### config.mk
export PLATFORM = sky130hd
export DESIGN_NAME = pdgc_mul_unit
export DESIGN_NICKNAME = d
export VERILOG_FILES = /design/src/design/pdgc_pkg.sv /design/src/design/pdgc_mul_unit.sv
export SDC_FILE = /design/constraint.sdc
export NUM_CORES = 1
export LEC_CHECK = 0
export ABC_AREA = 1
export BUFFER_PORTS_ARGS = -buffer_cell sky130_fd_sc_hd__buf_2
export CORE_MARGIN = 2
export CORE_UTILIZATION = 60
export DETAILED_ROUTE_END_ITERATION = 7
export PLACE_DENSITY = 0.79
export SLEW_MARGIN = 10
export SYNTH_ARGS = -nofsm -noshare
export SYNTH_HDL_FRONTEND = slang
export SYNTH_SLANG_ARGS = --single-unit
### constraint.sdc
create_clock -name clock -period 9 [get_ports clock]
set_input_delay 2.7 -clock clock [delete_from_list [all_inputs] [get_ports clock]]
set_output_delay 2.7 -clock clock [all_outputs]
set_load 0.005 [all_outputs]
### src/design/pdgc_pkg.sv
// Shared types and constants of the Poisson-disk grid check block.
package pdgc_pkg;

   // Fixed field widths.
   localparam int COORD_W   = 18;
   localparam int POINT_W   = 17;
   localparam int SCALE_W   = 16;
   localparam int DIST_W    = 33;
   localparam int GWIDTH_W  = 7;
   localparam int RANGE_W   = 17;
   localparam int STATUS_W  = 2;
   localparam int CELLOUT_W = 6;
   localparam int CSR_IDX_W = 3;
   localparam int CSR_DAT_W = 33;

   // Multiplier and cell arithmetic.
   localparam int PROD_W      = 2 * POINT_W;
   localparam int SUM_W       = PROD_W + 1;
   localparam int SCALE_SHIFT = 24;
   localparam int CELL_Q_W    = PROD_W - SCALE_SHIFT;

   // Grid store entry: valid bit, first coordinate, second coordinate.
   localparam int ENTRY_W = 1 + 2 * POINT_W;

   // Register indexes.
   localparam logic [CSR_IDX_W-1:0] CSR_MIN_DIST_SQ = 3'd0;
   localparam logic [CSR_IDX_W-1:0] CSR_CELL_SCALE  = 3'd1;
   localparam logic [CSR_IDX_W-1:0] CSR_GRID_WIDTH  = 3'd2;
   localparam logic [CSR_IDX_W-1:0] CSR_RANGE_X     = 3'd3;
   localparam logic [CSR_IDX_W-1:0] CSR_RANGE_Y     = 3'd4;

   // Register reset values.
   localparam logic [DIST_W-1:0]   RST_MIN_DIST_SQ = 33'd42949673;
   localparam logic [SCALE_W-1:0]  RST_CELL_SCALE  = 16'd3620;
   localparam logic [GWIDTH_W-1:0] RST_GRID_WIDTH  = 7'd15;
   localparam logic [RANGE_W-1:0]  RST_RANGE       = 17'd65536;

   // Operation codes.
   localparam logic OP_CLEAR = 1'b0;
   localparam logic OP_TEST  = 1'b1;

   // Result status codes.
   localparam logic [STATUS_W-1:0] ST_ACCEPTED = 2'd0;
   localparam logic [STATUS_W-1:0] ST_RANGE    = 2'd1;
   localparam logic [STATUS_W-1:0] ST_CLOSE    = 2'd2;
   localparam logic [STATUS_W-1:0] ST_CLEARED  = 2'd3;

   // Operands of the shared multiplier unit.
   typedef struct packed {
      logic [POINT_W-1:0] a0;
      logic [POINT_W-1:0] b0;
      logic [POINT_W-1:0] a1;
      logic [POINT_W-1:0] b1;
   } mul_req_type;

   // Sequencer states.
   typedef enum logic [3:0] {
      S_INIT,
      S_IDLE,
      S_RANGE,
      S_CELL,
      S_SCAN,
      S_DRAIN,
      S_DECIDE,
      S_CLEAR,
      S_DONE
   } state_type;

endpackage

### src/design/pdgc_mul_unit.sv
// Shared pair of 17 by 17 bit multipliers with registered products.
module pdgc_mul_unit
   import pdgc_pkg::*;
(
   input  logic              clock,
   input  mul_req_type       mul_req,
   output logic [PROD_W-1:0] prod0,
   output logic [PROD_W-1:0] prod1
);

   logic [PROD_W-1:0] prod0_ff;
   logic [PROD_W-1:0] prod1_ff;
   logic [PROD_W-1:0] prod0_in;
   logic [PROD_W-1:0] prod1_in;

   always_comb begin
      prod0_in = PROD_W'(mul_req.a0) * PROD_W'(mul_req.b0);
      prod1_in = PROD_W'(mul_req.a1) * PROD_W'(mul_req.b1);
   end

   always_ff @(posedge clock) begin
      prod0_ff <= prod0_in;
      prod1_ff <= prod1_in;
   end

   assign prod0 = prod0_ff;
   assign prod1 = prod1_ff;

endmodule
==> results of run 1 <==
==> cell type report <==
class                   instances  share of cell area (%)
clock inverters                 7                  0.6251
multi-input cells            1890                   71.88
flip-flops and latches         68                   5.813
repair buffers                137                   2.939
inverters                     953                   15.28
well taps                     468                   2.501
clock buffers                   9                  0.9617
==> cells by family (layout without fill, tap and decap cells) <==
logic type,Yosys count,in the layout,synth area share (%)
AOI/OAI and AO/OA,57,57,1.494
xor gates and xnor gates,33,33,1.297
adders and majority gates,664,664,52.38
buffers and inverters,1089,1106,18.34
DFF,68,68,6.109
and+or+nand+nor,1136,1136,20.38
==> sequential cells by signal, indices dropped and copies added (netlist names) <==
register	cells
prod0	34
prod1	34
==> worst min-delay path: stages <==
cell,delay (ps)
buf_2,240
nand2_1,100
inv_1,40
==> stage by stage <==
stage,setup slack (ps),cells
final,1271,3532
after global routing,993.5,3532
after CTS,1381,3532
after detailed placement,1044,3516
after global placement,1063,3516
after floorplan,1368,3047
==> per-layer routing <==
| layer | share of wire [%] | GRT usage (%) | vias to the layer above | wire length, microns |
|---|---|---|---|---|
| met5 | 0 | 0 | - | 0 |
| met4 | 2.9 | 10.19 | 0 | 1635 |
| met3 | 10 | 6.828 | 119 | 5668 |
| met2 | 45 | 47.98 | 773 | 25520 |
| met1 | 42 | 43.37 | 8792 | 23390 |
| li1 | - | - | 8468 | - |
==> placed cells by master, fill, tap and decap left out <==
| cell type | n |
|---|---|
| nand2_1 | 957 |
| inv_1 | 949 |
| fa_1 | 448 |
| ha_1 | 216 |
| buf_2 | 136 |
| nor2_1 | 74 |
| dfxtp_1 | 68 |
| nand3_1 | 49 |
| a21oi_1 | 39 |
| xor2_1 | 27 |
| nand2_2 | 19 |
| nand3_2 | 10 |
| nand4_1 | 10 |
| o21bai_1 | 9 |
| clkbuf_16 | 9 |
| nor2_2 | 8 |
| nor3_2 | 6 |
| xnor2_1 | 6 |
| inv_2 | 4 |
| bufinv_16 | 4 |
| nor2_4 | 3 |
| o21ai_0 | 3 |
| a21o_1 | 2 |
| a21oi_2 | 2 |
| o21bai_2 | 2 |
| clkinv_4 | 2 |
| inv_6 | 1 |
| buf_4 | 1 |
==> Yosys cell counts (3+ instances only) <==
| master | number | area, sq um |
|---|---|---|
| nor3_2 | 6 | 60.06 |
| o21ai_0 | 3 | 15.01 |
| nand2_1 | 957 | 3592 |
| clkbuf_1 | 136 | 510.5 |
| nor2_4 | 3 | 33.78 |
| nand3_2 | 10 | 100.1 |
| xnor2_1 | 6 | 52.55 |
| inv_2 | 4 | 15.01 |
| a21oi_1 | 39 | 195.2 |
| dfxtp_1 | 68 | 1361 |
| o21bai_1 | 9 | 67.56 |
| ha_1 | 216 | 2703 |
| xor2_1 | 27 | 236.5 |
| fa_1 | 448 | 8969 |
| nand3_1 | 49 | 245.2 |
| inv_1 | 949 | 3562 |
| nor2_2 | 8 | 50.05 |
| nor2_1 | 74 | 277.8 |
| nand2_2 | 19 | 118.9 |
| nand4_1 | 10 | 62.56 |
==> worst max path at each step <==
stage,startpoint,depth (start not counted),end,slack (ps)
after floorplan,mul_req[58],23,prod0[32],1370
after global placement,mul_req[42],24,prod0[25],1060
after detailed placement,mul_req[42],22,prod0[24],1040
after CTS,mul_req[42],22,prod0[24],1380
after global routing,mul_req[42],22,prod0[24],990
final,mul_req[42],22,prod0[24],1270
==> metrics.cfg, run 1 <==
[logic_synthesis]
synth_area_sq_um = 22280
yosys_warnings = 0
yosysSeqAreaShare_pct = 6.109
avgSynthCellArea_sq_um = 7.313
async_flop_share_pct = 0
synthesis.nets = 3780
synth-edff-count = 0
ys_ff_latch = 68
synth_ff_type = dfxtp_1
synthCells = 3047
yosysUniqueCellTypes = 23

[detailed_routing]
wl_microns = 56220
drt_iter0_drc = 1234
drc_errors = 0
viasPerCell = 5.139
drt-pass1-iter-count = 8
antenna_left = 0
vias = 18150
routedWlPerCell_microns = 15.92

[critical_path]
cp-start-kind = input port
critPathKind = input port to flop
slowest_delay_ps = 600
arrival_ps = 7990
cp.buffers_inverters = 7
cp-end-kind = flop
crit_family = adder cells
required_ps = 9260
slowest_stage = fa_1
critical_path.max_fanout = 17
crit_chain = buf_2 -> nand2_1 -> fa_1 -> inv_1 -> fa_1 -> inv_1 -> fa_1 -> inv_1 -> fa_1 -> fa_1 -> inv_1 -> fa_1 -> inv_1 -> ha_1 -> nand2_2 -> inv_1 -> a21oi_1 -> nand3_2 -> nand2_1 -> nand2_1 -> nand2_1 -> nand2_1

[sta]
fmax_mhz = 129.4
rsz0062_at_grt = false
slew-limit-headroom_pct = 65.24
min_period_ps = 7729
hold_viol_final = 0
post-route-period-util_pct = 85.87
slew_viol_final = 0
tns_ps = 0
worst_pin_slew_ps = 521.5
fin_hold_ws_ps = 2743
finalSetupViolCount = 0

[cells_and_area]
nNetsFinal = 3792
diodes = 0
syn2layout_area_growth_pct = 5.093
final_cell_area_sq_um = 23420
multi_input_area_sq_um = 16830
fill_cells = 3218
drive_above_1_share_pct = 6.756
regArea_sq_um = 1361
utilization_pct = 63.96

[global_routing]
grt.overflow.total = 0
grt_usage_pct = 30.91
grt_start_max_net_pins = 18
grt_pass1_vias = 18780
grt_pass1_wl_microns = 93340
grt_antenna_before_repair = 0

[clock_tree]
numClockSinks = 68
clk_pin_slew_ps = 80
clk_path_buf_depth = 2
cts_setup_buffers = 0
clock-root-buffer = clkbuf_16
ctsResizeCount = 0
hold_buffers = 0
cts_tree = done
numCtsBuffers = 9
htree_num_levels = 3

[worst_hold_path]
hold_start = mul_req[51]
min_to = prod0[0]
min_path_cells = 3
min_path_type = input port to flop

[floorplanning]
initial_core_util_pct = 60.86
ioPinCount = 137
fp.dieArea_sq_um = 38690
rows = 70
die_h_microns = 196.7
fp.dieW_microns = 196.7
core-area_sq_um = 36610

[place]
gp_congestion = 0.9497
dp_hpwl_microns = 47010
io_buffers = 136
dpl_cell_area_sq_um = 23050

[job]
max-cap-violations = 0

[status]
status = finished clean

Power of run 1 is not shown: default switching activity piles up to over one toggle a cycle in this logic, so the estimate is an artifact.
==> inputs of run 2 (changes only) <==
Settings changed: PLACE_DENSITY 0.79 to not set, PLACE_DENSITY_LB_ADDON set to 0.12, SLEW_MARGIN 10 to 20.
==> run 2 against run 1 <==
  * Via count down 1.3%
  * Worst setup slack better by 150 ps
  * Critical path depth stayed put
  * Utilization is 0.19 points lower
  * Critical endpoint is now prod0[33]
==> metrics.cfg, run 2 (synthesis gave the netlist of run 1 again) <==
[status]
status = finished clean

[worst_hold_path]
min_path_type = input port to flop
min_path_cells = 3
hold_start = mul_req[0]

[floorplanning]
core-area_sq_um = 36610
initial_core_util_pct = 60.86
rows = 70
die_h_microns = 196.7
fp.dieArea_sq_um = 38690
ioPinCount = 137
fp.dieW_microns = 196.7

[sta]
tns_ps = 0
min_period_ps = 7580
finalSetupViolCount = 0
slew_viol_final = 0
slew-limit-headroom_pct = 68.56
fin_ws_ps = 1420
post-route-period-util_pct = 84.22
hold_viol_final = 0
worst_pin_slew_ps = 471.6
fmax_mhz = 131.9
rsz0062_at_grt = false

[place]
post-place-ws_ps = 1139
io_buffers = 136
dp_hpwl_microns = 46990
gp_congestion = 0.9341
dp_cells = 3515

[cells_and_area]
nNetsFinal = 3791
drive_above_1_share_pct = 6.725
diodes = 0
syn2layout_area_growth_pct = 4.779
layout_commonest_cell = nand2_1
final_cell_mix = nand2_1, inv_1, fa_1
final_cells = 3531

[clock_tree]
ctsResizeCount = 0
hold_buffers = 0
clk_path_buf_depth = 2
cts_tree = done
clock-root-buffer = clkbuf_16
cts_setup_buffers = 0
htree_num_levels = 3
clk_pin_slew_ps = 60
numCtsBuffers = 9
numClockSinks = 68

[detailed_routing]
drt-pass1-iter-count = 5
antenna_left = 0
routedWlPerCell_microns = 15.84
wl_microns = 55920
drc_errors = 0
viasPerCell = 5.073
drt_iter0_drc = 1375
vias = 17910

[job]
max-cap-violations = 0

[critical_path]
critPathKind = input port to flop
arrival_ps = 7830
critical_path.max_fanout = 17
required_ps = 9250
startpoint = mul_req[42]
cp-start-kind = input port
cp-end-kind = flop

[global_routing]
gr-usage-met1_pct = 45.35
grt_start_max_net_pins = 18
grt_pass1_vias = 18440
grt.busiest_layer = met2
grt_antenna_before_repair = 2
use_met3_pct = 8.453
grt_usage_pct = 31.05
grt.overflow.total = 0
grt_pass1_wl_microns = 93370
grt.met2_usage_pct = 46.93

-- run 2: critical path, cell delays in order --
cell,delay (ps)
buf_2,380
nand2_1,150
fa_1,560
inv_1,50
fa_1,480
fa_1,680
fa_1,480
fa_1,510
inv_1,50
fa_1,480
inv_1,50
ha_1,340
nand2_1,80
inv_1,60
nand2_1,100
inv_1,100
a21oi_1,190
nand2_2,110
nand2_1,90
nand2_1,50
nand2_1,60
nand2_1,60
-- run 2: worst paths after layout --
check,to,slack [ps]
worst max-delay path,prod0[33],1420
worst min-delay path,prod1[0],2750
-- run 2: cell type report --
type	instances	area [sq um]
Multi-Input combinational cell	1890	16830
Fill cell	3348	13260
Inverter	953	3577
Sequential cell	68	1361
Timing Repair Buffer	136	680.7
Tap cell	468	585.6
Clock buffer	9	225.2
Clock inverter	7	83.83
-- run 2: stage by stage --
stage / area [sq um] / hold slack [ps] / util (%)
final: 23350 / 2751 / 63.77
after global routing: 23350 / 2763 / 63.77
after CTS: 23350 / 2731 / 63.77
after detailed placement: 23040 / 3075 / 62.93
after global placement: 23040 / 3075 / 62.93
after floorplan: 22280 / 2984 / -
-- run 2: routing by layer --
metal,vias up,wire [microns]
met1,8688,24290
met3,63,6085
met4,0,860
met2,696,24690
li1,8467,-
met5,-,0
Power of run 2 is left out for the same reason.
